$ cat config.mk
export PLATFORM = sky130hd
export DESIGN_NAME = escape_sequence_decoder_flat
export DESIGN_NICKNAME = d
export VERILOG_FILES = /design/src/sv/esd_pkg.sv /design/src/sv/esd_if.sv /design/src/sv/esd_front.sv /design/src/sv/esd_queue.sv /design/src/sv/esd_back.sv /design/src/sv/escape_sequence_decoder.sv /design/src/flat_wrapper.sv
export SDC_FILE = /design/constraint.sdc
export NUM_CORES = 1
export LEC_CHECK = 0
export BUFFER_PORTS_ARGS = -buffer_cell sky130_fd_sc_hd__buf_2
export CORE_MARGIN = 3
export CORE_UTILIZATION = 40
export CTS_BUF_LIST = sky130_fd_sc_hd__clkbuf_8 sky130_fd_sc_hd__clkbuf_16
export DETAILED_ROUTE_END_ITERATION = 7
export GPL_ROUTABILITY_DRIVEN = 0
export PLACE_DENSITY = 0.63
export SETUP_SLACK_MARGIN = 0.5
export SLEW_MARGIN = 0
export SYNTH_ARGS = -nofsm -noshare
export SYNTH_HDL_FRONTEND = slang
export SYNTH_SLANG_ARGS = --single-unit
export TNS_END_PERCENT = 20
$ cat constraint.sdc
create_clock -name i_clk -period 4.65 [get_ports i_clk]
set_clock_uncertainty 0.1 [all_clocks]
set_input_delay 1.395 -clock i_clk [delete_from_list [all_inputs] [get_ports i_clk]]
set_output_delay 1.395 -clock i_clk [all_outputs]
set_load 0.02 [all_outputs]
$ cat src/sv/esd_pkg.sv
// Shared types, constants and helper functions of the escape sequence decoder.
package esd_pkg;

    localparam int CHAR_W = 8;
    localparam int ACC_W = 6;
    localparam int MODE_W = 3;
    localparam int QUEUE_DEPTH = 4;
    localparam int QUEUE_AW = $clog2(QUEUE_DEPTH);

    // Decode modes; codes above MODE_OCT2 behave as MODE_NORMAL.
    localparam logic [MODE_W-1:0] MODE_NORMAL = 3'd0;
    localparam logic [MODE_W-1:0] MODE_CARET = 3'd1;
    localparam logic [MODE_W-1:0] MODE_ESC = 3'd2;
    localparam logic [MODE_W-1:0] MODE_OCT1 = 3'd3;
    localparam logic [MODE_W-1:0] MODE_OCT2 = 3'd4;

    localparam logic [CHAR_W-1:0] CHAR_NUL = 8'h00;
    localparam logic [CHAR_W-1:0] CHAR_CARET = 8'h5E;
    localparam logic [CHAR_W-1:0] CHAR_BSLASH = 8'h5C;
    localparam logic [CHAR_W-1:0] CARET_OFFSET = 8'h40;
    localparam logic [CHAR_W-1:0] STOP_RESET = 8'h20;
    localparam logic [4:0] OCTAL_PREFIX = 5'b00110;

    typedef struct packed {
        logic [CHAR_W-1:0] out_char;
        logic has_char;
        logic string_done;
        logic hit_stop;
    } t_result;

    // One input byte's worth of results: one or two.
    typedef struct packed {
        t_result first;
        t_result second;
        logic two;
    } t_entry;

    function automatic logic is_octal(input logic [CHAR_W-1:0] c);
        return c[7:3] == OCTAL_PREFIX;
    endfunction

    function automatic logic [CHAR_W-1:0] escape_map(input logic [CHAR_W-1:0] c);
        logic [CHAR_W-1:0] m;
        unique case (c)
            8'h6E: m = 8'h0A;
            8'h72: m = 8'h0D;
            8'h74: m = 8'h09;
            8'h62: m = 8'h08;
            8'h66: m = 8'h0C;
            default: m = c;
        endcase
        return m;
    endfunction

endpackage

$ cat src/sv/esd_if.sv
// Handshake channels of the escape sequence decoder: input bytes, results, configuration.
interface esd_char_if;
    logic valid;
    logic ready;
    logic [esd_pkg::CHAR_W-1:0] in_char;
    modport source (output valid, output in_char, input ready);
    modport sink (input valid, input in_char, output ready);
endinterface

interface esd_res_if;
    logic valid;
    logic ready;
    logic [esd_pkg::CHAR_W-1:0] out_char;
    logic has_char;
    logic string_done;
    logic hit_stop;
    logic last_of_item;
    modport source (output valid, output out_char, output has_char, output string_done,
                    output hit_stop, output last_of_item, input ready);
    modport sink (input valid, input out_char, input has_char, input string_done,
                  input hit_stop, input last_of_item, output ready);
endinterface

interface esd_cfg_if;
    logic valid;
    logic ready;
    logic [esd_pkg::CHAR_W-1:0] data;
    modport source (output valid, output data, input ready);
    modport sink (input valid, input data, output ready);
endinterface

$ cat src/sv/esd_front.sv
// Front end: accepts raw bytes, tracks the decode mode and queues the results each byte causes.
module esd_front (
    input  logic                         i_clk,
    input  logic                         i_rst_n,
    esd_char_if.sink                     i_char_in,
    input  logic [esd_pkg::CHAR_W-1:0]   i_stop_char,
    input  logic                         i_full,
    output logic                         o_push,
    output esd_pkg::t_entry              o_entry
);

    typedef struct packed {
        logic emit;
        esd_pkg::t_result res;
        logic [esd_pkg::MODE_W-1:0] mode;
    } t_norm;

    logic [esd_pkg::MODE_W-1:0] r_mode, n_mode;
    logic [esd_pkg::ACC_W-1:0]  r_acc, n_acc;
    logic [esd_pkg::CHAR_W-1:0] c;
    logic                       accept;
    logic                       emit;
    esd_pkg::t_entry            ent;
    t_norm                      nb;

    // Handling of a byte in normal mode.
    function automatic t_norm normal_byte(input logic [esd_pkg::CHAR_W-1:0] ch,
                                          input logic [esd_pkg::CHAR_W-1:0] stop);
        t_norm r;
        r = '0;
        r.mode = esd_pkg::MODE_NORMAL;
        if (ch == esd_pkg::CHAR_NUL) begin
            r.emit = 1'b1;
            r.res.string_done = 1'b1;
        end else if (ch == stop) begin
            r.emit = 1'b1;
            r.res.string_done = 1'b1;
            r.res.hit_stop = 1'b1;
        end else if (ch == esd_pkg::CHAR_CARET) begin
            r.mode = esd_pkg::MODE_CARET;
        end else if (ch == esd_pkg::CHAR_BSLASH) begin
            r.mode = esd_pkg::MODE_ESC;
        end else begin
            r.emit = 1'b1;
            r.res.out_char = ch;
            r.res.has_char = 1'b1;
        end
        return r;
    endfunction

    assign c = i_char_in.in_char;
    assign i_char_in.ready = !i_full;
    assign accept = i_char_in.valid && !i_full;

    always_comb begin
        nb = normal_byte(c, i_stop_char);
        n_mode = r_mode;
        n_acc = r_acc;
        emit = 1'b0;
        ent = '0;
        unique case (r_mode)
            esd_pkg::MODE_CARET: begin
                n_mode = esd_pkg::MODE_NORMAL;
                emit = 1'b1;
                ent.first.has_char = 1'b1;
                if (c == esd_pkg::CHAR_NUL) begin
                    ent.first.out_char = esd_pkg::CHAR_CARET;
                    ent.second.string_done = 1'b1;
                    ent.two = 1'b1;
                end else begin
                    ent.first.out_char = c - esd_pkg::CARET_OFFSET;
                end
            end
            esd_pkg::MODE_ESC: begin
                n_mode = esd_pkg::MODE_NORMAL;
                if (c == esd_pkg::CHAR_NUL) begin
                    emit = 1'b1;
                    ent.first.string_done = 1'b1;
                end else if (esd_pkg::is_octal(c)) begin
                    n_acc = {3'b000, c[2:0]};
                    n_mode = esd_pkg::MODE_OCT1;
                end else begin
                    emit = 1'b1;
                    ent.first.out_char = esd_pkg::escape_map(c);
                    ent.first.has_char = 1'b1;
                end
            end
            esd_pkg::MODE_OCT1, esd_pkg::MODE_OCT2: begin
                if (esd_pkg::is_octal(c) && r_mode == esd_pkg::MODE_OCT1) begin
                    n_acc = {r_acc[2:0], c[2:0]};
                    n_mode = esd_pkg::MODE_OCT2;
                end else if (esd_pkg::is_octal(c)) begin
                    n_mode = esd_pkg::MODE_NORMAL;
                    emit = 1'b1;
                    ent.first.out_char = {r_acc[4:0], c[2:0]};
                    ent.first.has_char = 1'b1;
                end else begin
                    // The pending code goes out first, then the byte is decoded normally.
                    n_mode = nb.mode;
                    emit = 1'b1;
                    ent.first.out_char = {2'b00, r_acc};
                    ent.first.has_char = 1'b1;
                    ent.second = nb.res;
                    ent.two = nb.emit;
                end
            end
            default: begin
                n_mode = nb.mode;
                emit = nb.emit;
                ent.first = nb.res;
            end
        endcase
    end

    assign o_push = accept && emit;
    assign o_entry = ent;

    always_ff @(posedge i_clk) begin
        if (!i_rst_n) begin
            r_mode <= esd_pkg::MODE_NORMAL;
            r_acc <= '0;
        end else if (accept) begin
            r_mode <= n_mode;
            r_acc <= n_acc;
        end
    end

endmodule

$ cat src/sv/esd_queue.sv
// Short queue of decoded entries between the front end and the output stage.
module esd_queue (
    input  logic            i_clk,
    input  logic            i_rst_n,
    input  logic            i_push,
    input  esd_pkg::t_entry i_entry,
    input  logic            i_pop,
    output esd_pkg::t_entry o_entry,
    output logic            o_full,
    output logic            o_empty
);

    esd_pkg::t_entry                r_mem [esd_pkg::QUEUE_DEPTH];
    logic [esd_pkg::QUEUE_AW-1:0]   r_wr_ptr, r_rd_ptr;
    logic [esd_pkg::QUEUE_AW:0]     r_count, n_count;
    logic                           do_push, do_pop;

    assign o_full = r_count == (esd_pkg::QUEUE_AW + 1)'(esd_pkg::QUEUE_DEPTH);
    assign o_empty = r_count == '0;
    assign do_push = i_push && !o_full;
    assign do_pop = i_pop && !o_empty;
    assign o_entry = r_mem[r_rd_ptr];

    always_comb begin
        n_count = r_count;
        if (do_push && !do_pop) begin
            n_count = r_count + 1'b1;
        end else if (do_pop && !do_push) begin
            n_count = r_count - 1'b1;
        end
    end

    always_ff @(posedge i_clk) begin
        if (do_push) begin
            r_mem[r_wr_ptr] <= i_entry;
        end
    end

    always_ff @(posedge i_clk) begin
        if (!i_rst_n) begin
            r_wr_ptr <= '0;
            r_rd_ptr <= '0;
            r_count <= '0;
        end else begin
            r_count <= n_count;
            if (do_push) begin
                r_wr_ptr <= r_wr_ptr + 1'b1;
            end
            if (do_pop) begin
                r_rd_ptr <= r_rd_ptr + 1'b1;
            end
        end
    end

    a_count_bound: assert property (@(posedge i_clk) disable iff (!i_rst_n)
        r_count <= (esd_pkg::QUEUE_AW + 1)'(esd_pkg::QUEUE_DEPTH))
        else $error("queue count beyond depth");

    a_ptr_gap: assert property (@(posedge i_clk) disable iff (!i_rst_n)
        (r_count != '0 && r_count != (esd_pkg::QUEUE_AW + 1)'(esd_pkg::QUEUE_DEPTH))
        |-> (r_wr_ptr != r_rd_ptr))
        else $error("queue pointers disagree with count");

endmodule

$ cat src/sv/esd_back.sv
// Output stage: takes queued entries and presents their one or two results in order.
module esd_back (
    input  logic            i_clk,
    input  logic            i_rst_n,
    input  logic            i_empty,
    input  esd_pkg::t_entry i_entry,
    output logic            o_pop,
    esd_res_if.source       o_res_out
);

    logic            r_valid;
    logic            r_second;
    esd_pkg::t_entry r_ent;
    esd_pkg::t_result cur;
    logic            last;
    logic            xfer;

    assign cur = r_second ? r_ent.second : r_ent.first;
    assign last = r_second || !r_ent.two;
    assign xfer = r_valid && o_res_out.ready;
    assign o_pop = !i_empty && (!r_valid || (xfer && last));

    assign o_res_out.valid = r_valid;
    assign o_res_out.out_char = cur.out_char;
    assign o_res_out.has_char = cur.has_char;
    assign o_res_out.string_done = cur.string_done;
    assign o_res_out.hit_stop = cur.hit_stop;
    assign o_res_out.last_of_item = last;

    always_ff @(posedge i_clk) begin
        if (o_pop) begin
            r_ent <= i_entry;
        end
    end

    always_ff @(posedge i_clk) begin
        if (!i_rst_n) begin
            r_valid <= 1'b0;
            r_second <= 1'b0;
        end else if (o_pop) begin
            r_valid <= 1'b1;
            r_second <= 1'b0;
        end else if (xfer) begin
            // A two-result entry stays for a second transfer.
            r_valid <= !last;
            r_second <= !last;
        end
    end

    a_second_needs_two: assert property (@(posedge i_clk) disable iff (!i_rst_n)
        r_second |-> (r_valid && r_ent.two))
        else $error("second result shown for a single-result entry");

    a_first_then_second: assert property (@(posedge i_clk) disable iff (!i_rst_n)
        (xfer && !r_second && r_ent.two) |=> (r_valid && r_second))
        else $error("second result of an entry was dropped");

endmodule

$ cat src/sv/escape_sequence_decoder.sv
// Top level of the escape sequence decoder: configuration register, front end, queue, output stage.
//
// Usage: raw bytes enter on i_char_in (valid/ready); each accepted byte yields zero, one or
// two results on o_res_out (valid/ready). Bytes that only change the mode ('^', a backslash,
// a first or second octal digit) produce nothing. The last result of a byte carries
// last_of_item. string_done marks the end of a string, with hit_stop telling a stop byte
// from end of text (NUL).
// i_cfg writes stop_char; it is always ready and should be written only while idle.
// The result of a byte is written into the queue and then into the output register before
// it is shown on o_res_out; it can wait in the queue while earlier results are still held.
// Throughput: one byte per cycle while each byte yields at most one result and the receiver
// is ready; a byte with two results holds the output register for two transfers, and the
// four-entry queue absorbs such bursts. i_char_in.ready drops only when the queue is full.
// Reset (synchronous, active low) returns to normal mode, clears the octal value,
// empties the queue and sets stop_char to a space.
// When the receiver stalls, the current result holds and the queue fills; the input
// side keeps accepting until the queue is full.
module escape_sequence_decoder (
    input  logic      i_clk,
    input  logic      i_rst_n,
    esd_char_if.sink  i_char_in,
    esd_cfg_if.sink   i_cfg,
    esd_res_if.source o_res_out
);

    logic [esd_pkg::CHAR_W-1:0] r_stop_char;
    logic                       push, pop, full, empty;
    esd_pkg::t_entry            push_entry, head_entry;

    assign i_cfg.ready = 1'b1;

    always_ff @(posedge i_clk) begin
        if (!i_rst_n) begin
            r_stop_char <= esd_pkg::STOP_RESET;
        end else if (i_cfg.valid) begin
            r_stop_char <= i_cfg.data;
        end
    end

    esd_front u_front (
        .i_clk       (i_clk),
        .i_rst_n     (i_rst_n),
        .i_char_in   (i_char_in),
        .i_stop_char (r_stop_char),
        .i_full      (full),
        .o_push      (push),
        .o_entry     (push_entry)
    );

    esd_queue u_queue (
        .i_clk   (i_clk),
        .i_rst_n (i_rst_n),
        .i_push  (push),
        .i_entry (push_entry),
        .i_pop   (pop),
        .o_entry (head_entry),
        .o_full  (full),
        .o_empty (empty)
    );

    esd_back u_back (
        .i_clk     (i_clk),
        .i_rst_n   (i_rst_n),
        .i_empty   (empty),
        .i_entry   (head_entry),
        .o_pop     (pop),
        .o_res_out (o_res_out)
    );

endmodule
$ cat src/flat_wrapper.sv
// flat-port wrapper written by rule: the top's interface ports become plain ports
module escape_sequence_decoder_flat 
  (i_clk, i_rst_n, i_char_in_valid, i_char_in_in_char, i_char_in_ready, i_cfg_valid, i_cfg_data, i_cfg_ready, o_res_out_valid, o_res_out_out_char, o_res_out_has_char, o_res_out_string_done, o_res_out_hit_stop, o_res_out_last_of_item, o_res_out_ready);
  esd_char_if i_char_in_i ();
  esd_cfg_if i_cfg_i ();
  esd_res_if o_res_out_i ();
  input  logic i_clk;
  input  logic i_rst_n;
  input wire logic [$bits(i_char_in_i.valid)-1:0] i_char_in_valid;
  input wire logic [$bits(i_char_in_i.in_char)-1:0] i_char_in_in_char;
  output wire logic [$bits(i_char_in_i.ready)-1:0] i_char_in_ready;
  input wire logic [$bits(i_cfg_i.valid)-1:0] i_cfg_valid;
  input wire logic [$bits(i_cfg_i.data)-1:0] i_cfg_data;
  output wire logic [$bits(i_cfg_i.ready)-1:0] i_cfg_ready;
  output wire logic [$bits(o_res_out_i.valid)-1:0] o_res_out_valid;
  output wire logic [$bits(o_res_out_i.out_char)-1:0] o_res_out_out_char;
  output wire logic [$bits(o_res_out_i.has_char)-1:0] o_res_out_has_char;
  output wire logic [$bits(o_res_out_i.string_done)-1:0] o_res_out_string_done;
  output wire logic [$bits(o_res_out_i.hit_stop)-1:0] o_res_out_hit_stop;
  output wire logic [$bits(o_res_out_i.last_of_item)-1:0] o_res_out_last_of_item;
  input wire logic [$bits(o_res_out_i.ready)-1:0] o_res_out_ready;
  assign i_char_in_i.valid = i_char_in_valid;
  assign i_char_in_i.in_char = i_char_in_in_char;
  assign i_char_in_ready = i_char_in_i.ready;
  assign i_cfg_i.valid = i_cfg_valid;
  assign i_cfg_i.data = i_cfg_data;
  assign i_cfg_ready = i_cfg_i.ready;
  assign o_res_out_valid = o_res_out_i.valid;
  assign o_res_out_out_char = o_res_out_i.out_char;
  assign o_res_out_has_char = o_res_out_i.has_char;
  assign o_res_out_string_done = o_res_out_i.string_done;
  assign o_res_out_hit_stop = o_res_out_i.hit_stop;
  assign o_res_out_last_of_item = o_res_out_i.last_of_item;
  assign o_res_out_i.ready = o_res_out_ready;
  escape_sequence_decoder u_core (.i_clk(i_clk), .i_rst_n(i_rst_n), .i_char_in(i_char_in_i), .i_cfg(i_cfg_i), .o_res_out(o_res_out_i));
endmodule
### After elaboration in Yosys (flattened, before gate mapping)

Memory sizes are Yosys's and may differ from the RTL's. A register that Yosys moved wholly into a read port is not among the register bits.
Index checks and enable logic that the tools add are counted.

| operators by class | value |
|---|---|
| add/sub/neg operators | 5 |
| equal/unequal tests | 17 |
| multiplexer cells | 48 |
| bitwise operators | 1 |
| reductions and logical operators | 29 |

Operator list:

| kind | number |
|---|---|
| $mux W9 | 7 |
| $eq A8 B7 Y1 const B | 7 |
| $pmux W8 S5 | 1 |
| $pmux W9 S3 | 1 |
| $mux W12 | 2 |
| $mux W10 | 2 |
| $mux W6 | 3 |
| $mux W1 | 13 |
| $mux W2 | 6 |
| $mux W3 | 4 |
| $pmux W6 S2 | 1 |
| $mux W11 | 1 |
| $logic_and A1 B1 Y1 | 10 |
| $pmux W3 S3 | 1 |
| $eq A8 B8 Y1 | 1 |
| $logic_not A8 Y1 | 1 |
| $mux W8 | 1 |
| $sub A8 B7 Y8 const B | 1 |
| $logic_not A1 Y1 | 7 |
| $eq A3 B2 Y1 const B | 2 |
| $eq A3 B3 Y1 const B | 2 |
| $ne A2 B2 Y1 const B | 3 |
| $pmux W1 S2 | 3 |
| $reduce_bool A2 Y1 | 3 |
| other kinds (14) | 17 |

| storage, ports and cells | value |
|---|---|
| bits in registers | 26 |
| bits in writable memories | 92 |
| input port bits | 21 |
| output and inout port bits | 15 |
| logic and storage cells | 109 |
| memories | 1 |

Memories:

| memory | words | width | rd ports | clocked after memory_dff | write ports | line | source |
|---|---|---|---|---|---|---|---|
| u_core.u_queue.r_mem | 4 | 23 | 1 | 1 | 1 | esd_queue.sv:13 | `esd_pkg::t_entry r_mem [esd_pkg::QUEUE_DEPTH];` |

### Logic depth before layout (Yosys ltp)

Gate-level depths: netlist (run 1).

| depth | value |
|---|---|
| depth after elaboration | 12 |
| mapped depth | 13 |

### Cells and area by module

From an unflattened synthesis (run 1), not the netlist that was laid out.

| unflattened totals | value |
|---|---|
| cells, all modules | 424 |
| area total of the unflattened synthesis | 6,336.1 um2 |

Modules (own cells, without submodules):

| module | instances | cells each | area each (um2) | seq. area each (um2) |
|---|---|---|---|---|
| esd_queue | 1 | 168 | 3,831.2 | 2,942.8 |
| esd_front | 1 | 182 | 1,262.5 | 180.2 |
| esd_back | 1 | 47 | 932.1 | 730.7 |
| escape_sequence_decoder | 1 | 27 | 310.3 | 160.2 |

### Worst setup path after synthesis (run 1)

Ideal clock, no wire load.

| path | value |
|---|---|
| kind | input-to-reg |
| start | input o_res_out_ready |
| end | register u_core.u_queue.r_count[2] (netlist bit) |
| library setup time | 76 ps |
| arrival time | 3,911 ps |
| data required time | 4,474 ps |
| setup slack | 564 ps |
| stages on the path | 10 |
| buffers on the path | 0 |
| path through | inv_1 -> o21ai_0 -> nor2b_1 -> inv_1 -> ha_1 -> inv_1 -> fa_1 -> xor2_1 -> or3_1 -> a21boi_0 |

| on the way | value |
|---|---|
| cells in the longest elaborated chain, start to end | 8 |
| elaborated cells on any way between the ends | 10 |
| those cells by class | mux (1); reduce/logical (9) |

RTL lines:

| element | line | source |
|---|---|---|
| start, declared | flat_wrapper.sv:21 | `input wire logic [$bits(o_res_out_i.ready)-1:0] o_res_out_ready;` |
| $logic_and A1 B1 Y1 (*) | esd_back.sv:20 | `assign xfer = r_valid && o_res_out.ready;` |
| $logic_and A1 B1 Y1 (*) | esd_back.sv:21 | `assign o_pop = !i_empty && (!r_valid \|\| (xfer && last));` |
| $logic_or A1 B1 Y1 (*) | esd_back.sv:21 |  |
| $logic_and A1 B1 Y1 (*) | esd_back.sv:21 |  |
| named net u_core.pop | escape_sequence_decoder.sv:27 | `logic push, pop, full, empty;` |
| $logic_and A1 B1 Y1 (*) | esd_queue.sv:21 | `assign do_pop = i_pop && !o_empty;` |
| $logic_not A1 Y1 | esd_queue.sv:26 | `if (do_push && !do_pop) begin` |
| $logic_and A1 B1 Y1 | esd_queue.sv:26 |  |
| $mux W3 or $reduce_bool A2 Y1 (tied branches) | n/a |  |
| end signal, assigned | esd_queue.sv:45 | `r_count <= n_count;` |
| end, declared | esd_queue.sv:15 | `logic [esd_pkg::QUEUE_AW:0] r_count, n_count;` |

Mark *: on every way through the listed nets, which the timed path passes. The rest lies on a longest branch.
A chain may end at the register's enable or synchronous reset.

### Final worst setup path (run 1)

| path | value |
|---|---|
| start | input i_char_in_in_char[7] |
| end | register u_core.u_queue.r_count[2] (netlist bit) |

| on the way | value |
|---|---|
| cells in the longest elaborated chain, start to end | 11 |
| elaborated cells on any way between the ends | 21 |
| those cells by class | eq/ne (4); mux (9); reduce/logical (8) |

RTL lines:

| element | line | source |
|---|---|---|
| start, declared | flat_wrapper.sv:10 | `input wire logic [$bits(i_char_in_i.in_char)-1:0] i_char_in_in_char;` |
| $eq A8 B7 Y1 | esd_front.sv:41 | `end else if (ch == esd_pkg::CHAR_BSLASH) begin` |
| $mux W10 | esd_front.sv:41 |  |
| $mux W10 | esd_front.sv:39 | `end else if (ch == esd_pkg::CHAR_CARET) begin` |
| $mux W1 | esd_front.sv:35 | `end else if (ch == stop) begin` |
| $mux W1 | esd_front.sv:32 | `if (ch == esd_pkg::CHAR_NUL) begin` |
| $pmux W1 S3 (*) | esd_front.sv:61 | `unique case (r_mode)` |
| $logic_and A1 B1 Y1 (*) | esd_front.sv:115 | `assign o_push = accept && emit;` |
| $logic_and A1 B1 Y1 (*) | esd_queue.sv:20 | `assign do_push = i_push && !o_full;` |
| named net u_core.u_queue.do_push | esd_queue.sv:16 | `logic do_push, do_pop;` |
| $logic_not A1 Y1 | esd_queue.sv:28 | `end else if (do_pop && !do_push) begin` |
| $logic_and A1 B1 Y1 | esd_queue.sv:28 |  |
| $reduce_bool A2 Y1 (no source line) | n/a |  |

Marks and branches as above.

==> metrics.md, run 1 <==
| Metric | Value |
|---|---|
| Antenna-violating nets left | 0 |
| Initial antenna violation count | 0 |
| Comb pwr share | 22.7% |
| Util after Layout | 47.3% |
| Max-cap violations | 0 |
| Die area | 0.0175 mm^2 |
| Post-synthesis sequential area ratio | 62.4% |
| Share of cells above drive strength 1 | 26.9% |
| Port bufs | 34 |
| CTS Buf Count | 17 |
| Number of flops mapped to enable cells by yosys | 115 |
| Commonest non-fill, non-tap cell in the layout | edfxtp_1 |
| Synthesized flop and latch total | 141 |
| Slew @ Worst Pin | 0.807 ns |
| Final net count | 495 |
| Top Ports | 36 |
| Maximum vdd ir drop | 0.219 mV |
| H-tree levels | 4 |
| CTS tree | yes |
| Normalized max-slew margin | 46.1% |
| Die Wd | 132 um |
| Top cell type's share of synthesized area | 54.2% |
| Flop pwr share | 45.1% |
| Setup TNS | 0 ns |
| Worst Hold Class | reg2reg |
| Post-Syn Area | 0.00637 mm^2 |
| Clock power frac | 32.2% |
| Outcome | completed |
| Top FF cell, synth | edfxtp_1 |
| Yosys cell types | 64 |
| Synth area leader | edfxtp_1 |
| Largest net degree at the start of global routing | 29 |
| Avg WL per Cell | 18.4 um |
| Final Setup Violations | 0 |
| Period utilisation layout | 82.8% |
| Most frequent cells in the layout | edfxtp_1 (115), buf_2 (34), nand2_1 (31) |
| Iter 0 DRT Violations | 334 |
| Yosys warning count | 0 |
| Routed wire length | 12.7 mm |
| Worst-path clk slew | 0.06 ns |
| Fin. Hold Viols | 0 |
| Leakage Power | 2.51 nW |
| Vias | 3741 |
| CP Data Arrival Time | 4.08 ns |
| Net Sw Frac | 28.2% |
| Syn Nets | 461 |
| Pwr per Cell Area | 529 mW/mm^2 |
| Fill count | 1355 |
| DPL Wire Length | 8.37 mm |
| Synthesized instance count | 432 |
| Die Span Y | 132 um |
| Ant. Diodes | 0 |
| P_sw | 0.00108 W |
| Worst hold slack | 0.398 ns |
| Clock Path Buffers | 2 |
| Critical Path Fanout Max | 9 |
| P_int | 0.00276 W |
| CP endpoint kind | flop |
| First drt pass iteration count | 5 |
| Setup CP Type | in2reg |
| Number of global-route vias before repair | 3880 |
| Syn Area/Cell | 14.8 um^2 |
| # DRC | 0 |
| Initial Utilization | 41.5% |
| Fin crit period | 3.85 ns |
| Ys async rst share | 0% |
| Synthesis-to-layout area growth | 14.1% |
| Worst Path Required | 4.88 ns |
| First-pass GRT wire length | 20.8 mm |
| CP Launch Type | primary input |
| Root Buffer | clkbuf_16 |
| Synth top area cells | edfxtp_1 (54%), dfxtp_1 (8.2%), mux4_2 (8.1%), mux2_2 (2.5%), nand2_1 (1.8%) |
| Core area | 0.0154 mm^2 |
| GR Util All Layers | 15.3% |
| Grt ovf | 0 |
| FP Rows | 45 |
| Max Clk Rate | 260 MHz |
| Max-slew violations | 0 |
| Cells resized by post-CTS repair | 0 |
| RSZ-0062 raised after global routing | false |
| Drt via density | 5.42 |
| Worst skew pair latency | 0.42 ns |
| CTS Sinks | 141 |
-- critical path: stages --
cell and delay [ns]:
buf_2 0.13, inv_1 0.12, ha_1 0.22, nand2_1 0.06
or4_1 0.66, a211oi_2 0.33, nor4_4 0.10, ha_1 0.24
inv_1 0.08, fa_1 0.18, xor2_1 0.07, or3_1 0.31
a21boi_0 0.18
-- path summary, 6_finish.rpt --
check                                              start                          end  slack, ns  cells past startpoint
worst min-delay path             u_core.u_front.r_acc[3]      u_core.u_front.r_acc[3]       0.40                      2
worst min register to register   u_core.u_front.r_acc[3]      u_core.u_front.r_acc[3]       0.40                      2
worst max-delay path                i_char_in_in_char[7]    u_core.u_queue.r_count[2]       0.80                     13
worst max register to register  u_core.u_front.r_mode[2]  u_core.u_queue.r_mem[1][17]       1.46                      5
-- state kept, by name (all words and copies together), names as in the netlist --
name and flops:
u_core.u_back.o_res_out.valid 1, u_core.u_queue.r_wr_ptr 2, u_core.u_front.r_mode 3, u_core.u_queue.r_mem 92, u_core.u_queue.r_count 3, u_core.u_back.r_second 1, u_core.u_queue.r_rd_ptr 2, u_core.r_stop_char 8
u_core.u_front.r_acc 6, u_core.u_back.r_ent 23
-- cell type report --
cell class | count | area, um^2 | area share (%)
inverters | 13 | 48.8 | 0.671
multi-input cells | 250 | 2200 | 30.2
clock inverters | 15 | 125 | 1.72
repair buffers | 43 | 238 | 3.27
flip-flops and latches | 141 | 3970 | 54.6
clock buffers | 17 | 425 | 5.85
well taps | 211 | 264 | 3.63
-- kinds of logic after synthesis --
kind of cell,after synthesis,synth area share [%]
simple gates,117,11.3
buf+inv,41,3.20
mux,48,12.3
xor+xnor,14,1.92
other cells,1,0.0588
compound gates,62,7.15
flops,141,62.4
fa+ha+maj,8,1.69
-- stage by stage --
stage / setup slack (ns) / std cells / area, um^2 / total power [W]
after CTS: 0.734 / 689 / 7260 / 0.00389
after detailed placement: 0.297 / 657 / 6710 / 0.00264
after global routing: 0.591 / 690 / 7270 / 0.00404
after floorplan: 0.564 / 432 / 6370 / 0.00239
after global placement: 0.424 / 657 / 6710 / 0.00261
final: 0.801 / 690 / 7270 / 0.00384
-- power groups by stage --
stage | Clock [W] | Combinational, W | Sequential [W]
after floorplan | 0 | 0.000662 | 0.00173
after global placement | 0 | 0.000864 | 0.00175
after detailed placement | 0 | 0.000881 | 0.00176
after CTS | 0.00127 | 0.000889 | 0.00174
after global routing | 0.00133 | 0.000960 | 0.00176
final | 0.00124 | 0.000874 | 0.00173
-- metal layers --
metal	track usage (%)	up-vias	wire [um]
met5	0	-	0
met3	4.47	18	767
met4	4.45	0	134
li1	-	1720	-
met2	24.9	142	6160
met1	20.1	1861	5650
-- synthesized netlist by cell type, types with 2 or more instances --
master and count:
a2111oi_0 2, a211oi_1 4, a211oi_2 2, a21boi_0 8, a21oi_1 8, a221o_1 2
a221oi_1 6, a31oi_1 3, and2_1 16, and3_1 3, buf_2 7, buf_4 7
buf_6 2, clkbuf_1 11, dfxtp_1 26, edfxtp_1 115, ha_1 7, inv_1 13
mux2_2 14, mux2i_1 11, mux4_2 23, nand2_1 31, nand2b_1 2, nand3_1 5
nor2_1 16, nor2b_1 12, nor3_1 6, nor3b_1 2, nor4_1 3, nor4_4 5
o21ai_0 11, o221a_2 2, o31ai_1 2, or3_1 3, xnor2_1 4, xor2_1 10
-- timing repair --
action | CTS | global route
endpoints found under the setup margin | 0 | 1
hold buffers | 0 | 0
buffers inserted | 0 | 1
(Power assumes the default switching activity.)
==> run 2, diff against run 1 <==
ABC_AREA = 1   (was default)
clock period = 3.7 ns   (was 4.65 ns; I/O delays follow)
==> metrics.md, run 2 <==
| Metric | Value |
|---|---|
| Outcome | completed (unchanged) |
| Antenna-violating nets left | 0 (unchanged) |
| Post-synthesis sequential area ratio | 62.8% (was 62.4%) |
| Maximum vdd ir drop | 0.382 mV (was 0.219 mV) |
| DPL Wire Length | 9.50 mm (was 8.37 mm) |
| Worst Path Required | 3.91 ns (was 4.88 ns) |
| Final setup margin | 0.741 ns (was 0.801 ns) |
| Leakage Power | 2.81 nW (was 2.51 nW) |
| Setup TNS | 0 ns (unchanged) |
| Commonest non-fill, non-tap cell in the layout | edfxtp_1 (unchanged) |
| Worst skew pair latency | 0.42 ns (about the same) |
| Final net count | 692 (was 495) |
| Drt via density | 5.36 (was 5.42) |
| Grt ovf | 0 (unchanged) |
| Pwr per Cell Area | 708 mW/mm^2 (was 529 mW/mm^2) |
| Number of global-route vias before repair | 4545 (was 3880) |
| Worst Hold Class | reg2reg (unchanged) |
| Routed wire length | 14.7 mm (was 12.7 mm) |
| CP endpoint kind | flop (unchanged) |
| Net Sw Frac | 34.4% (was 28.2%) |
| Fill count | 1416 (was 1355) |
| Worst-path clk slew | 0.06 ns (about the same) |
| Pre-CTS setup slack | 0.219 ns (was 0.297 ns) |
| Die Span Y | 132 um (about the same) |
| Ant. Diodes | 0 (unchanged) |
| Setup CP Type | in2reg (unchanged) |
| Largest Register | u_core.u_queue.r_mem (unchanged) |
| CP Launch Type | primary input (unchanged) |
| Complex-gate fraction of the synthesized area | 11.9% (was 7.15%) |
| First-pass GRT wire length | 23.5 mm (was 20.8 mm) |
| Synthesis-to-layout area growth | 16.2% (was 14.1%) |
| CTS Sinks | 141 (unchanged) |
| GR Util All Layers | 17.1% (was 15.3%) |
| Fin. Hold Viols | 0 (unchanged) |
| RSZ-0062 raised after global routing | false (unchanged) |
| Largest net degree at the start of global routing | 49 (was 29) |
| Period utilisation layout | 80.0% |
| Core area | 0.0153 mm^2 (was 0.0154 mm^2) |
| Die area | 0.0174 mm^2 (was 0.0175 mm^2) |
| Final Setup Violations | 0 (unchanged) |
| Max Clk Rate | 338 MHz |
| Synth top area cells | edfxtp_1 (55%), dfxtp_1 (8.2%), o21ai_0 (5.9%), nand2_1 (5.8%), nor2_1 (5.0%) (was edfxtp_1 (54%), dfxtp_1 (8.2%), mux4_2 (8.1%), mux2_2 (2.5%), nand2_1 (1.8%)) |
| Syn Nets | 646 (was 461) |
| Layout Cells excl Fill | 886 (was 690) |
| Ys async rst share | 0% (unchanged) |
| First drt pass iteration count | 5 (unchanged) |
| Simple-Gate Fraction of Synth Area | 18.2% (was 11.3%) |
| Post-Syn Area | 0.00632 mm^2 (was 0.00637 mm^2) |
| Vias | 4752 (was 3741) |
| Critical Path Fanout Max | 5 (was 9) |
| Share of cells above drive strength 1 | 19.3% (was 26.9%) |
| Initial Utilization | 41.3% (was 41.5%) |
| Largest regs | u_core.u_queue.r_mem: 92 flops, u_core.u_back.r_ent: 23 flops, u_core.r_stop_char: 8 flops (unchanged) |
| CP Data Arrival Time | 3.17 ns (was 4.08 ns) |
| Fin crit period | 2.96 ns |
| Root Buffer | clkbuf_16 (unchanged) |
| Flop pwr share | 43.1% (was 45.1%) |
| Top FF cell, synth | edfxtp_1 (unchanged) |
| Initial antenna violation count | 0 (unchanged) |
| Max-slew violations | 0 (unchanged) |
| Mux contribution to synthesized area | 0% (was 12.3%) |
| FP Rows | 45 (unchanged) |
| Syn Area/Cell | 10.3 um^2 (was 14.8 um^2) |
| Yosys cell types | 36 (was 64) |
| P_int | 0.00341 W (was 0.00276 W) |
| Clock Path Buffers | 2 (unchanged) |
| Number of cells after detailed placement | 846 (was 657) |
| Post-Synth Adder-Cell Area | 1.70% (was 1.69%) |
| Top cell type's share of synthesized area | 54.6% (was 54.2%) |
| Synth area leader | edfxtp_1 (unchanged) |
| P_sw | 0.00179 W (was 0.00108 W) |
| Most frequent cells after synthesis | edfxtp_1 (115), nand2_1 (98), nor2_1 (84) (was edfxtp_1 (115), nand2_1 (31), dfxtp_1 (26)) |
| Normalized max-slew margin | 45.3% (was 46.1%) |
| Iter 0 DRT Violations | 496 (was 334) |
| Clock power frac | 29.8% (was 32.2%) |
| Most common cell in the netlist | edfxtp_1 (unchanged) |
| Avg WL per Cell | 16.6 um (was 18.4 um) |
| Max reg flops | 92 (unchanged) |
| Synth Area in XOR/XNOR | 0.415% (was 1.92%) |
| Comb pwr share | 27.2% (was 22.7%) |
| Combinational family with the most area after synthesis | simple AND/OR/NAND/NOR gates (was multiplexers) |
| Die Wd | 132 um (about the same) |
| Synthesized flop and latch total | 141 (unchanged) |
| # DRC | 0 (unchanged) |
| Yosys warning count | 0 (unchanged) |
| Port bufs | 34 (unchanged) |
| CTS tree | yes (unchanged) |
| Slew @ Worst Pin | 0.819 ns (was 0.807 ns) |
| Number of flops mapped to enable cells by yosys | 115 (unchanged) |
| CTS Buf Count | 17 (unchanged) |
| Top Ports | 36 (unchanged) |
| H-tree levels | 4 (unchanged) |
| Most frequent cells in the layout | edfxtp_1 (115), nand2_1 (98), nor2_1 (78) (was edfxtp_1 (115), buf_2 (34), nand2_1 (31)) |
| Synthesized instance count | 617 (was 432) |
| Max-cap violations | 0 (unchanged) |
==> run 2: cell count changes after synthesis, sizes merged, moves of 14 or more <==
cell,previous run,this run
o21ai,12,77
and2,17,0
nand3,6,29
nor2,17,90
mux4,23,0
mux2,14,0
inv,13,50
nand2,31,108
o22ai,1,23
a21oi,8,32
==> run 2: critical path: stages <==
cell and delay (ns):
buf_2 0.14, inv_1 0.10, ha_1 0.20, nand3_2 0.13, a21oi_4 0.24, nand3_4 0.13, nand2_2 0.15, inv_1 0.06
ha_1 0.19, inv_1 0.10, fa_1 0.42, o21ai_0 0.15, nor2_1 0.05
==> run 2: what timing repair did <==
action / 4_1_cts / 5_1_grt
hold buffers: 0 / 0
setup endpoints to repair: 0 / 2
endpoints found under the hold margin: 0 / 0
buffers inserted: 0 / 9
gates resized for setup: 0 / 7
==> run 2: final cells by class <==
cell class | count | area [um^2] | share of cell area (%)
sequential | 141 | 3970 | 54.1
multi-input combinational | 399 | 2070 | 28.2
clock buffer | 17 | 425 | 5.79
timing repair buffer | 53 | 313 | 4.26
tap | 211 | 264 | 3.59
inverter | 51 | 193 | 2.62
clock inverter | 14 | 111 | 1.52
==> run 2: cell families (layout without fill, tap and decap cells) <==
kind of cell               after synthesis  in the layout
and+or+nand+nor                        250            250
DFF                                    141            141
AOI/OAI and AO/OA                      137            137
buffers and inverters                   77            135
adders and majority gates                8              8
xor gates and xnor gates                 3              3
other                                    1              1
==> run 2: worst paths after layout <==
kind / start / end / slack, ns / depth (start not counted)
hold / removal: u_core.r_stop_char[4] / u_core.r_stop_char[4] / 0.38 / 2
hold reg to reg: u_core.r_stop_char[4] / u_core.r_stop_char[4] / 0.38 / 2
setup / recovery: i_char_in_in_char[7] / u_core.u_queue.r_count[1] / 0.74 / 13
setup reg to reg: u_core.u_front.r_mode[0] / u_core.u_queue.r_count[2] / 0.90 / 15
==> run 2: power by group through the flow <==
stage / Clock [W] / Combinational (W) / Sequential [W]
floorplan: 0 / 0.000958 / 0.00226
global route: 0.00164 / 0.00159 / 0.00227
finish: 0.00155 / 0.00141 / 0.00224
detailed placement: 0 / 0.00142 / 0.00227
global placement: 0 / 0.00138 / 0.00226
CTS: 0.00157 / 0.00142 / 0.00224
==> run 2: layer usage <==
metal,track usage [%],part of all wire (%)
met5,0,0
met4,7.76,2.7
met1,22.8,44
met2,27.0,47
met3,3.82,6.6
==> run 2: per-stage QoR <==
| step | power [W] | util, % | instance area (um^2) | hold slack [ns] |
|---|---|---|---|---|
| after floorplan | 0.00322 | - | 6330 | 0.344 |
| after CTS | 0.00523 | 47.5 | 7270 | 0.382 |
| after detailed placement | 0.00369 | 43.9 | 6730 | 0.372 |
| after global placement | 0.00364 | 43.9 | 6730 | 0.364 |
| final | 0.00520 | 48.0 | 7350 | 0.377 |
| after global routing | 0.00550 | 48.0 | 7350 | 0.396 |
==> run 3, diff against run 2 <==
clock period = 3 ns   (was 3.7 ns; I/O delays follow)
==> metrics.md, run 3 (same netlist as run 2, synthesis figures left out) <==
| Metric | Value |
|---|---|
| Worst path slowest cell | nor2_1 (was fa_1) |
| Final Setup Violations | 0 (unchanged) |
| Cell repeated most along the worst path | inv_2 (was inv_1) |
| Share of cells above drive strength 1 | 22.5% (was 19.3%) |
| Initial antenna violation count | 0 (unchanged) |
| GR Util All Layers | 17.7% (was 17.1%) |
| Vias | 4678 (was 4752) |
| First drt pass iteration count | 5 (unchanged) |
| CTS Buf Count | 17 (unchanged) |
| Pre-CTS setup slack | 0.0173 ns (was 0.219 ns) |
| Post-Layout Inst Area | 0.00758 mm^2 (was 0.00735 mm^2) |
| Core area | 0.0153 mm^2 (unchanged) |
| RSZ-0062 raised after global routing | true (was false) |
| Fin. Hold Viols | 0 (unchanged) |
| Crit path buffers/inverters | 4 (unchanged) |
| Avg WL per Cell | 17.3 um (was 16.6 um) |
| Worst Path Required | 3.07 ns (was 3.91 ns) |
| Clock Path Buffers | 2 (unchanged) |
| DPL Wire Length | 9.83 mm (was 9.50 mm) |
| H-tree levels | 4 (unchanged) |
| Pwr per Cell Area | 854 mW/mm^2 (was 708 mW/mm^2) |
| Worst-path clk slew | 0.06 ns (about the same) |
| Top Ports | 36 (unchanged) |
| Critical Path Max Stage Delay | 0.34 ns (was 0.42 ns) |
| Largest regs | u_core.u_queue.r_mem: 92 flops, u_core.u_back.r_ent: 23 flops, u_core.r_stop_char: 8 flops (unchanged) |
| Die Span Y | 132 um (unchanged) |
| CP Launch Type | primary input (unchanged) |
| Antenna-violating nets left | 0 (unchanged) |
| Final net count | 702 (was 692) |
| Largest Register | u_core.u_queue.r_mem (unchanged) |
| Die area | 0.0174 mm^2 (unchanged) |
| Multi-input logic area | 0.00215 mm^2 (was 0.00207 mm^2) |
| FF/Latch Area | 0.00398 mm^2 (was 0.00397 mm^2) |
| Max-cap violations | 0 (unchanged) |
| Slew @ Worst Pin | 0.624 ns (was 0.819 ns) |
| Worst Hold Class | reg2reg (unchanged) |
| CTS tree | yes (unchanged) |
| Max reg flops | 92 (unchanged) |
| Die Wd | 132 um (unchanged) |
| Drt via density | 5.22 (was 5.36) |
| # DRC | 0 (unchanged) |
| Power consumption | 0.00647 W (was 0.00520 W) |
| Largest net degree at the start of global routing | 48 (was 49) |
| Cells along the critical path | buf_2 > inv_1 > ha_1 > nand3_1 > nor2_4 > inv_2 > nand2_2 > nor3_4 > inv_2 > nor2_1 (was buf_2 > inv_1 > ha_1 > nand3_2 > a21oi_4 > nand3_4 > nand2_2 > inv_1 > ha_1 > inv_1 > fa_1 > o21ai_0 > nor2_1) |
| CTS Sinks | 141 (unchanged) |
| Max Clk Rate | 390 MHz |
| Commonest non-fill, non-tap cell in the layout | edfxtp_1 (unchanged) |
| Synthesis-to-layout area growth | 19.8% (was 16.2%) |
| CP Data Arrival Time | 2.64 ns (was 3.17 ns) |
| Routed wire length | 15.5 mm (was 14.7 mm) |
| CP endpoint kind | flop (unchanged) |
| Root Buffer | clkbuf_16 (unchanged) |
| Setup TNS | 0 ns (unchanged) |
| Max-slew violations | 0 (unchanged) |
| Setup CP Type | in2reg (unchanged) |
| FP Rows | 45 (unchanged) |
| Hold_buf cts | 0 (unchanged) |
| Placed Instance Area | 0.00690 mm^2 (was 0.00673 mm^2) |
| Layout Cells excl Fill | 896 (was 886) |
| Fin crit period | 2.57 ns |
| Port bufs | 34 (unchanged) |
| Iter 0 DRT Violations | 383 (was 496) |
| Top cell family by delay on the critical path | simple AND/OR/NAND/NOR gates (was adder cells) |
| Period utilisation layout | 85.5% |
| Grt ovf | 0 (unchanged) |
| First-pass GRT wire length | 23.9 mm (was 23.5 mm) |
| Fill count | 1382 (was 1416) |
| Outcome | completed (unchanged) |
| Maximum vdd ir drop | 0.404 mV (was 0.382 mV) |
| Critical Path Fanout Max | 8 (was 5) |
| Leakage Power | 2.86 nW (was 2.81 nW) |
| Initial Utilization | 41.3% (unchanged) |
| Normalized max-slew margin | 58.1% (was 45.3%) |
| Worst skew pair latency | 0.41 ns (was 0.42 ns) |
| Number of global-route vias before repair | 4541 (was 4545) |
| Final setup margin | 0.435 ns (was 0.741 ns) |
| Number of cells after detailed placement | 851 (was 846) |
| Most frequent cells in the layout | edfxtp_1 (115), nand2_1 (97), nor2_1 (77) (was edfxtp_1 (115), nand2_1 (98), nor2_1 (78)) |
| Ant. Diodes | 0 (unchanged) |
-- run 3: cell count changes in the layout (fill, tap and decap cells not counted), sizes merged --
cell,before,now
buf,53,60
clkinvlp,3,6
clkinv,6,8
clkbuf,17,19
inv,56,52
-- run 3: path summary, 6_finish.rpt --
check	cells past startpoint	from	end	slack (ns)
worst max-delay path	10	i_char_in_in_char[6]	u_core.u_queue.r_mem[1][7]	0.43
worst min register to register	2	u_core.r_stop_char[0]	u_core.r_stop_char[0]	0.38
worst min-delay path	2	u_core.r_stop_char[0]	u_core.r_stop_char[0]	0.38
worst max register to register	15	u_core.u_front.r_mode[0]	u_core.u_queue.r_count[2]	0.63
-- run 3: final cells by class --
cell class / count / share of cell area, %
timing repair buffer: 62 / 6.01
inverter: 51 / 2.81
timing repair inverter: 1 / 0.0990
clock inverter: 14 / 1.06
multi-input combinational: 399 / 28.4
sequential: 141 / 52.5
tap: 211 / 3.48
clock buffer: 17 / 5.61
-- run 3: power breakdown --
group | internal (W) | total, W | switching, W
sequential | 0.00265 | 0.00280 | 0.000153
clock | 0.00103 | 0.00181 | 0.000778
combinational | 0.000584 | 0.00186 | 0.00128
total | 0.00426 | 0.00647 | 0.00221
-- run 3: per-stage QoR --
step                hold WS (ns)  util (%)
global route               0.408      49.5
CTS                        0.379      48.4
detailed placement         0.368      45.0
finish                     0.376      49.5
global placement           0.361      45.0
floorplan                  0.344         -
-- run 3: routing by layer --
layer | part of all wire, % | global-route usage, % | wire (um) | vias up
met5 | 0 | 0 | 0 | -
met4 | 1.4 | 4.90 | 210 | 0
met3 | 6.8 | 4.58 | 1050 | 26
met2 | 48 | 28.1 | 7370 | 191
met1 | 44 | 24.3 | 6850 | 2200
li1 | - | - | - | 2261
-- run 3: what timing repair did --
action                     in CTS  in global routing
hold endpoints to repair        0                  0
setup endpoints to repair       6                 34
setup buffers                   2                 11
gates resized for setup         0                 31
pin swaps                       2                  8
cloned                          0                  1
-- run 3: tightest hold or removal path, delay by kind of cell, from the launching register on --
kind | cells | cell delay (ns)
AOI/OAI and AO/OA | 1 | 0.05
buffers and inverters | 1 | 0.06
DFF | 1 | 0.31
